## src/rtl/core/bcd_pkg.sv

```systemverilog
package bcd_pkg;

  localparam int NUM_CHORDS = 4;
  localparam int CNT_W      = 8;

  // scan mode; code 3 never arises and is handled as return
  typedef enum logic [1:0] {
    MODE_COLLECT = 2'd0,
    MODE_RELEASE = 2'd1,
    MODE_RETURN  = 2'd2
  } mode_t;

  // active-low line patterns
  localparam logic [2:0] LINES_NONE       = 3'd7;
  localparam logic [2:0] LINES_PREV_NEXT  = 3'd4;
  localparam logic [2:0] LINES_NEXT       = 3'd6;
  localparam logic [2:0] LINES_PREV       = 3'd5;
  localparam logic [2:0] LINES_PLAY_PAUSE = 3'd3;

  // reported event codes
  localparam logic [2:0] EV_NONE       = 3'd0;
  localparam logic [2:0] EV_PREV_NEXT  = 3'd1;
  localparam logic [2:0] EV_NEXT       = 3'd2;
  localparam logic [2:0] EV_PREV       = 3'd3;
  localparam logic [2:0] EV_PLAY_PAUSE = 3'd4;

  // register index (byte address bit 2)
  localparam logic       REG_PRESS_THRESHOLD = 1'b0;
  localparam logic [7:0] THRESHOLD_RESET     = 8'd5;

  typedef struct packed {
    logic [2:0] event_code;
    logic [1:0] phase;
  } result_t;

  typedef struct packed {
    logic       hit;
    logic [1:0] idx;
  } chord_t;

  function automatic chord_t chord_of(input logic [2:0] lines);
    chord_t c;
    c = '0;
    case (lines)
      LINES_PREV_NEXT: begin
        c.hit = 1'b1; c.idx = 2'd0;
      end
      LINES_NEXT: begin
        c.hit = 1'b1; c.idx = 2'd1;
      end
      LINES_PREV: begin
        c.hit = 1'b1; c.idx = 2'd2;
      end
      LINES_PLAY_PAUSE: begin
        c.hit = 1'b1; c.idx = 2'd3;
      end
      default: begin
        c = '0;
      end
    endcase
    return c;
  endfunction

endpackage

```

## src/rtl/core/button_chord_debouncer.sv

```systemverilog
// Channel  | handshake                  | payload
// ---------+----------------------------+---------------------------
// sample   | button_valid/button_ready  | button_lines[2:0]
// result   | event_valid/event_ready    | event_code[2:0], phase[1:0]
// config   | APB (psel/penable/pwrite)  | paddr[2:0], pwdata/prdata[31:0]
//
// One sample word is taken per cycle unless a stalled result holds it; its
// result word is in the output register next cycle. The four chord counters
// and scan mode update at the accept edge; the next sample may follow at once.
// Synchronous active-high reset clears the counters, the mode, the output
// valid and sets press_threshold to 5.
// A stalled result holds the sample side only while the output register is
// full and event_ready is low.
module button_chord_debouncer
  import bcd_pkg::*;
(
  input  logic        clk,
  input  logic        rst,
  // APB config port
  input  logic        psel,
  input  logic        penable,
  input  logic        pwrite,
  input  logic [2:0]  paddr,
  input  logic [31:0] pwdata,
  output logic [31:0] prdata,
  output logic        pready,
  // sample stream
  input  logic        button_valid,
  output logic        button_ready,
  input  logic [2:0]  button_lines,
  // result stream
  output logic        event_valid,
  input  logic        event_ready,
  output logic [2:0]  event_code,
  output logic [1:0]  phase
);

  logic [7:0] press_threshold;
  logic       cfg_write;
  logic       accept;
  result_t    step_result;

  // ---- configuration -------------------------------------------------------
  // Single register at byte address 0; paddr[2] selects it, lower bits ignored.
  assign pready    = 1'b1;
  assign cfg_write = psel && penable && pwrite && pready;

  always_ff @(posedge clk) begin
    if (rst) begin
      press_threshold <= THRESHOLD_RESET;
    end else if (cfg_write && paddr[2] == REG_PRESS_THRESHOLD) begin
      press_threshold <= pwdata[7:0];
    end
  end

  assign prdata = (paddr[2] == REG_PRESS_THRESHOLD) ? {24'd0, press_threshold} : 32'd0;

  // ---- sample acceptance ---------------------------------------------------
  // Output register empty, or being drained this cycle, frees the input.
  assign button_ready = !event_valid || event_ready;
  assign accept       = button_valid && button_ready;

  bcd_engine u_engine (
    .clk       (clk),
    .rst       (rst),
    .step      (accept),
    .lines     (button_lines),
    .threshold (press_threshold),
    .result    (step_result)
  );

  // ---- result register -----------------------------------------------------
  always_ff @(posedge clk) begin
    if (rst) begin
      event_valid <= 1'b0;
    end else if (accept) begin
      event_valid <= 1'b1;
    end else if (event_ready) begin
      event_valid <= 1'b0;
    end
  end

  always_ff @(posedge clk) begin
    if (accept) begin
      event_code <= step_result.event_code;
      phase      <= step_result.phase;
    end
  end

`ifndef NO_ASSERTIONS
  // every accepted sample leaves a result word behind
  a_word_out: assert property (@(posedge clk) disable iff (rst)
    accept |=> event_valid)
    else $error("accepted sample produced no result word");

  // a reported chord always moves the block into release
  a_event_release: assert property (@(posedge clk) disable iff (rst)
    event_valid && event_code != EV_NONE |-> phase == 2'(MODE_RELEASE))
    else $error("event reported outside release phase");

  // event codes stay within the chord set
  a_event_range: assert property (@(posedge clk) disable iff (rst)
    event_valid |-> event_code <= EV_PLAY_PAUSE)
    else $error("event code out of range");
`endif

endmodule

```

## src/rtl/core/bcd_engine.sv

```systemverilog
module bcd_engine
  import bcd_pkg::*;
(
  input  logic       clk,
  input  logic       rst,
  input  logic       step,
  input  logic [2:0] lines,
  input  logic [7:0] threshold,
  output result_t    result
);

  logic [CNT_W-1:0] counters      [NUM_CHORDS];
  logic [CNT_W-1:0] counters_next [NUM_CHORDS];
  logic [CNT_W-1:0] dec_val       [NUM_CHORDS];
  logic [CNT_W-1:0] inc_val;
  mode_t            mode, mode_next;
  chord_t           chord;
  logic             reached;
  logic             any_left;

  assign chord = chord_of(lines);

  // saturating increment of the matched chord
  assign inc_val = (counters[chord.idx] == {CNT_W{1'b1}}) ? counters[chord.idx]
                                                          : counters[chord.idx] + CNT_W'(1);
  assign reached = chord.hit && (inc_val >= threshold);

  always_comb begin
    any_left = 1'b0;
    for (int i = 0; i < NUM_CHORDS; i++) begin
      dec_val[i] = (counters[i] != '0) ? counters[i] - CNT_W'(1) : counters[i];
      any_left   = any_left | (dec_val[i] != '0);
    end
  end

  // counter update
  always_comb begin
    for (int i = 0; i < NUM_CHORDS; i++) begin
      counters_next[i] = counters[i];
    end
    case (mode)
      MODE_COLLECT: begin
        if (chord.hit) begin
          for (int i = 0; i < NUM_CHORDS; i++) begin
            counters_next[i] = (2'(i) == chord.idx) ? inc_val : dec_val[i];
          end
        end
      end
      MODE_RELEASE: begin
        if (lines == LINES_NONE) begin
          for (int i = 0; i < NUM_CHORDS; i++) begin
            counters_next[i] = dec_val[i];
          end
        end
      end
      default: begin
        for (int i = 0; i < NUM_CHORDS; i++) begin
          counters_next[i] = counters[i];
        end
      end
    endcase
  end

  // next mode
  always_comb begin
    mode_next = mode;
    case (mode)
      MODE_COLLECT: begin
        if (reached) mode_next = MODE_RELEASE;
      end
      MODE_RELEASE: begin
        if (lines == LINES_NONE && !any_left) mode_next = MODE_RETURN;
      end
      default: begin
        mode_next = MODE_COLLECT;
      end
    endcase
  end

  // result word
  always_comb begin
    result.event_code = EV_NONE;
    if (mode == MODE_COLLECT && reached) begin
      result.event_code = 3'({1'b0, chord.idx}) + 3'd1;
    end
    result.phase = mode_next;
  end

  always_ff @(posedge clk) begin
    if (rst) begin
      mode <= MODE_COLLECT;
      for (int i = 0; i < NUM_CHORDS; i++) begin
        counters[i] <= '0;
      end
    end else if (step) begin
      mode <= mode_next;
      for (int i = 0; i < NUM_CHORDS; i++) begin
        counters[i] <= counters_next[i];
      end
    end
  end

`ifndef NO_ASSERTIONS
  // return lasts exactly one sample
  a_return_one_step: assert property (@(posedge clk) disable iff (rst)
    step && mode == MODE_RETURN |=> mode == MODE_COLLECT)
    else $error("return mode did not fall back to collect");

  // return is only entered with every counter drained
  a_return_drained: assert property (@(posedge clk) disable iff (rst)
    mode == MODE_RETURN |-> (counters[0] == '0 && counters[1] == '0 &&
                             counters[2] == '0 && counters[3] == '0))
    else $error("return mode with a nonzero counter");

  // the unused mode code never shows up
  a_mode_legal: assert property (@(posedge clk) disable iff (rst)
    mode == MODE_COLLECT || mode == MODE_RELEASE || mode == MODE_RETURN)
    else $error("scan mode holds an unused code");
`endif

endmodule

```

## config.mk

```make
export PLATFORM = sky130hd
export DESIGN_NAME = button_chord_debouncer
export DESIGN_NICKNAME = d
export VERILOG_FILES = /design/src/rtl/core/bcd_pkg.sv /design/src/rtl/core/button_chord_debouncer.sv /design/src/rtl/core/bcd_engine.sv
export SDC_FILE = /design/constraint.sdc
export NUM_CORES = 1
export LEC_CHECK = 0
export BUFFER_PORTS_ARGS = -buffer_cell sky130_fd_sc_hd__buf_2
export CAP_MARGIN = 20
export CORE_MARGIN = 4
export CORE_UTILIZATION = 40
export CTS_CLUSTER_DIAMETER = 120
export DETAILED_ROUTE_END_ITERATION = 10
export GPL_ROUTABILITY_DRIVEN = 0
export GPL_TIMING_DRIVEN = 0
export HOLD_SLACK_MARGIN = 0.1
export PLACE_DENSITY = 0.69
export SLEW_MARGIN = 25
export SYNTH_ARGS = -nofsm -noshare
export SYNTH_HDL_FRONTEND = slang
export SYNTH_SLANG_ARGS = --single-unit
export TNS_END_PERCENT = 30
```

## constraint.sdc

```tcl
create_clock -name clk -period 4.61 [get_ports clk]
set_clock_uncertainty 0.2 [all_clocks]
set_input_delay 0.2305 -clock clk [delete_from_list [all_inputs] [get_ports clk]]
set_output_delay 0.2305 -clock clk [all_outputs]
set_load 0.005 [all_outputs]
```

# [Word-level counts from Yosys, hierarchy flattened]
# Memories as Yosys holds them, arrays and structs flattened.
# Cells that the tools add are included.
[totals] reg_bits=16 ram_bits=32 in_bits=45 output_inout_bits=40 elab_cells=80 memories=1
[classes] add_sub_neg=6 n_lt_le_gt_ge=1 n_eq_ne=10 mux=28 bitwise_logic=8 n_reduce_logical=21
[memory_table] memory="u_engine.counters" words=4 word_bits=8 rd=5 rd_ports_with_merged_regs=0 wr=4 line_no="bcd_engine.sv:12" rtl="logic [CNT_W-1:0] counters [NUM_CHORDS];"
[ops] op="$mux 8" n=14
[ops] op="$mux 32" n=2
[ops] op="$pmux 32 s2" n=1
[ops] op="$reduce_bool 8->1" n=8
[ops] op="$sub 8x1->8 const B" n=4
[ops] op="$eq 3x3->1 const B" n=4
[ops] op="$pmux 3 s4" n=1
[ops] op="$add 8x1->8 const B" n=1
[ops] op="$eq 8x8->1 const B" n=1
[ops] op="$ge 8x8->1" n=1
[ops] op="$logic_and 1x1->1" n=7
[ops] op="$mux 1" n=7
[ops] op="$or 1x1->1" n=7
[ops] op="$eq 2x2->1 const A" n=2
[ops] op="$logic_not 2->1" n=2
[ops] op="$mux 2" n=2
[ops] op="$pmux 2 s2" n=1
[ops] op="$add 2x1->3 const B" n=1
[ops] op="$eq 3x2->1 const B" n=1
[ops] op="$eq 1x2->1 const A" n=1
[ops] op="$eq 2x1->1 const B" n=1
[ops] op="$logic_not 1->1" n=2
[ops] op="$reduce_bool 2->1" n=1
[ops] op="$logic_or 1x1->1" n=1
[ops] op="$not 1->1" n=1

# [Longest topological paths before layout]
# An unclocked memory read counts as a cell.
[depth] ltp_word=11 ltp_mapped=20

# [By module]
# Synthesis repeated with hierarchy kept, for this count alone.
[hier_totals] cells_unflattened=485 hier_area_um2=4330.4
[modules_own_cells] module="bcd_engine" instances=1 cells_per_inst=405 area_each_um2=3518.4
[modules_own_cells] module="button_chord_debouncer" instances=1 cells_per_inst=80 area_each_um2=812.0

# [Worst setup path before layout]
# OpenSTA, ideal clock, no wires.
[synth_timing] path_kind="input -> register" startpoint="input port button_lines[0]" endpoint="register event_code[0] (data pin)" arrival_time_ns=3.954 path_slack_ns=0.324 path_stages=19 path_cell_list="buf_6 -> buf_8 -> mux2i_1 -> o2bb2ai_1 -> a222oi_1 -> ha_1 -> o221ai_1 -> nor4b_2 -> or4_1 -> clkbuf_1 -> xnor2_1 -> inv_1 -> ha_1 -> a21o_1 -> a21o_1 -> a21oi_1 -> a2111o_1 -> a31oi_1 -> and2_1"
[synth_via] elab_chain_len=8
[synth_lines] item="start, declared" line_no="button_chord_debouncer.sv:30" rtl="input logic [2:0] button_lines,"
[synth_lines] item="$eq 3x2->1 / $eq 3x3->1 (equally long branches)" line_no="bcd_pkg.sv:44" rtl="case (lines)"
[synth_lines] item="$pmux 3 s4 *" line_no="bcd_pkg.sv:44"
[synth_lines] item="$mem_v2 4x8"
[synth_lines] item="$add 8x1->8 / $eq 8x8->1 (equally long branches)" line_no="bcd_engine.sv:25, bcd_engine.sv:24"
[synth_lines] item="$mux 8" line_no="bcd_engine.sv:24" rtl="assign inc_val = (counters[chord.idx] == {CNT_W{1'b1}}) ? counters[chord.idx]"
[synth_lines] item="$ge 8x8->1" line_no="bcd_engine.sv:26" rtl="assign reached = chord.hit && (inc_val >= threshold);"
[synth_lines] item="$logic_and 1x1->1" line_no="bcd_engine.sv:26"
[synth_lines] item="$logic_and 1x1->1" line_no="bcd_engine.sv:83" rtl="if (mode == MODE_COLLECT && reached) begin"
[synth_lines] item="end signal, assigned" line_no="button_chord_debouncer.sv:85" rtl="event_code <= step_result.event_code;"
[synth_lines] item="end, declared" line_no="button_chord_debouncer.sv:34" rtl="output logic [2:0] event_code,"
# Mark *: on every way between the ends. The rest lies on a longest branch, timed or not.
# A chain may end at the register's enable or synchronous reset.

==> flow_summary.ini <==
[sta]
period_share_pct = 96.4
slew_violations = 0
worstMarginPinSlew_ns = 0.893
fmax_mhz = 225
relSlewSlack_pct = 38.8
setup_violations = 0
timing_hold_violations_final = 0
holdWs_ns = 0.237
fin_crit_ns = 4.44
setup_slack_ns = 0.167

[cts]
tritoncts = done
cts.sinks = 48
clk_latency_ns = 0.32
clkTransAtPathRegs_ns = 0.10
clockRootBuffer = clkbuf_8
clock_path_buffers = 2
cts_buffers = 5
h-tree-depth = 2

[worst_setup_path]
cp-start-kind = register
critPathCaptureType = register
critPathMaxFanout = 7
critPathRequiredTime_ns = 4.47
crit_path_start = u_engine.counters[0][0]
timing.rr.start = u_engine.counters[0][0]
cp.arrival_ns = 4.30
setup.worst_path.class = reg -> reg

[drt]
initialDrtViolationCount = 551
viasPerCell = 5.87
drt_wl_total_um = 12700
num_vias = 4286
antenna_left = 0
wl_per_cell_um = 17.4
first_pass_iters = 6
drc = 0

[cells_and_area]
final_nets = 657
synthToLayoutAreaGrowth_pct = 15.6
fin_area_um2 = 5040
drive_above_1_share_pct = 16.2
antenna_cells = 0

[logic_synthesis]
synth.most_common_cell = nand2_1
synth_flop_cell = edfxtp_1
syn_inst = 520
netlist_area_um2 = 4360
synth_warnings = 0
ys_top_cells_by_area = edfxtp_1 26%, ha_1 5.5%, dfxtp_1 5.1%
synth_cell_types = 74
ys_seq_area_share_pct = 30.6
synth_top_area_share_pct = 25.5
synthTopCellsByCount = 49 x nand2_1, 37 x edfxtp_1, 33 x a21oi_1, 33 x nor2_1, 32 x inv_1
synth_top_area_cell = edfxtp_1
async_flop_share_pct = 0
synth_edf_count = 37
synth_area_per_cell_um2 = 8.38
ys_ff_latch = 48

[global_routing]
first_global_vias = 3930
grt_overflow = 0
grt_max_degree = 33
track_usage_pct = 19.6
grt_pass1_wl_um = 20200
antenna_found_initial = 0

[pwr]
p_clk_share_pct = 18.4
vdd_drop_max_mv = 0.123
p_sw_share_pct = 40.0
power_frac_seq_pct = 40.5
p_leak_nw = 2.04
power_w = 0.00143
comb_power_share_pct = 41.1
p_int_w = 0.000858
p_sw_w = 0.000573
pwr_density_cell_nw_per_um2 = 284

[status]
status = finished, final reports clean

[placement]
place_area_um2 = 4770
dpl.hpwl_um = 9480
numPortBuffers = 30
place_ws_ns = -0.528

[floorplanning]
die_area_um2 = 12600
fp.dieW_um = 112
fp.dieH_um = 112
rows = 37
core-area_um2 = 10500
io_pins = 85
start_util_pct = 41.6

[run]
maxCapViolCount = 0

[min_path]
hp-start = pwrite
hp-class = in -> reg
## stage by stage
step	cells	setup TNS, ns	utilization (%)
2_1_floorplan	543	0	-
4_1_cts	730	0	47.8
3_5_place_dp	709	-2.54	45.6
3_3_place_gp	709	-1.24	45.5
5_1_grt	730	-0.129	48.1
6_report	730	0	48.1
## worst max-delay path, cell delays in order, from the launching register on
cell	delay, ns
edfxtp_1	0.50
mux2i_1	0.13
o2bb2ai_1	0.16
a222oi_1	0.39
ha_2	0.31
o221ai_2	0.16
nor4b_4	0.33
buf_4	0.20
mux2i_1	0.64
inv_1	0.10
ha_1	0.29
a21oi_1	0.13
nor2b_1	0.06
o21ai_0	0.22
a31oi_2	0.17
o21bai_1	0.19
## power by group through the flow
stage | sequential (W) | clock (W) | combinational (W)
after detailed placement | 0.000586 | 0 | 0.000549
after global routing | 0.000585 | 0.000287 | 0.000644
final | 0.000580 | 0.000263 | 0.000588
after global placement | 0.000585 | 0 | 0.000534
after floorplan | 0.000567 | 0 | 0.000404
after CTS | 0.000576 | 0.000266 | 0.000565
## area by class of cell
cell class | count | area, µm²
clock buffer | 5 | 68.8
tap | 136 | 170
clock inverter | 3 | 17.5
timing repair buffer | 44 | 283
fill | 1018 | 5430
sequential | 48 | 1330
multi-input combinational | 412 | 2730
buffer | 50 | 315
inverter | 32 | 120
## state kept, by name (all words and copies together) (netlist names)
signal and flops:
u_engine.counters 32, press_threshold 8, event_code 3, phase 2, u_engine.mode 2, event_valid 1
## routing by layer
layer / GRT usage, % / vias to the layer above / wire length, µm
met5: 0 / - / 0
met4: 9.21 / 0 / 614
met3: 3.29 / 52 / 1170
met2: 30.6 / 236 / 5680
met1: 26.3 / 1983 / 5200
li1: - / 2015 / -
## kinds of logic (layout without fill, tap and decap cells)
group	count (synthesis)	count (layout)	share of synthesized area (%)
XOR/XNOR	17	17	3.42
multiplexers	15	15	3.53
flip-flops	48	48	30.6
AND/OR/NAND/NOR	201	201	26.3
other	2	25	0.172
AO/OA/AOI/OAI	134	134	20.2
buffers and inverters	83	134	10.1
adder cells (fa/ha/maj)	20	20	5.69
## path summary, 6_finish.rpt
| kind | end | slack (ns) | depth (start not counted) |
|---|---|---|---|
| worst max-delay path | phase[0] | 0.17 | 15 |
| worst min-delay path | press_threshold[0] | 0.24 | 4 |
| worst max register to register | phase[0] | 0.17 | 15 |
| worst min register to register | press_threshold[1] | 0.26 | 2 |
## layout by cell type (no fill, tap or decap), drive strengths merged, types with 4 or more instances in the layout
cell type,instances
o22ai,13
or4,11
or3,5
conb,25
inv,33
nor4b,4
nor3b,5
and3,5
nand4b,5
edfxtp,37
xor2,7
o2bb2ai,4
ha,19
or4b,6
nand3b,7
o21ai,29
nor2,33
dlygate4sd3,11
clkbuf,19
nand4,4
nand2b,9
a211oi,9
nand2,49
a21oi,33
a21o,6
a31oi,4
o32ai,7
dfxtp,11
buf,69
nor3,15
nor2b,7
xnor2,10
and2,10
o31ai,4
mux2i,12
nand3,14
nor4,4
## what timing repair did
action / 4_1_cts / 5_1_grt
buffers inserted: 2 / 1
hold buffers: 11 / 0
hold endpoints to repair: 11 / 0
pin swaps: 2 / 2
resized for setup: 2 / 5
setup endpoints to repair: 5 / 5
No activity file was read; power rests on OpenSTA's default activity.
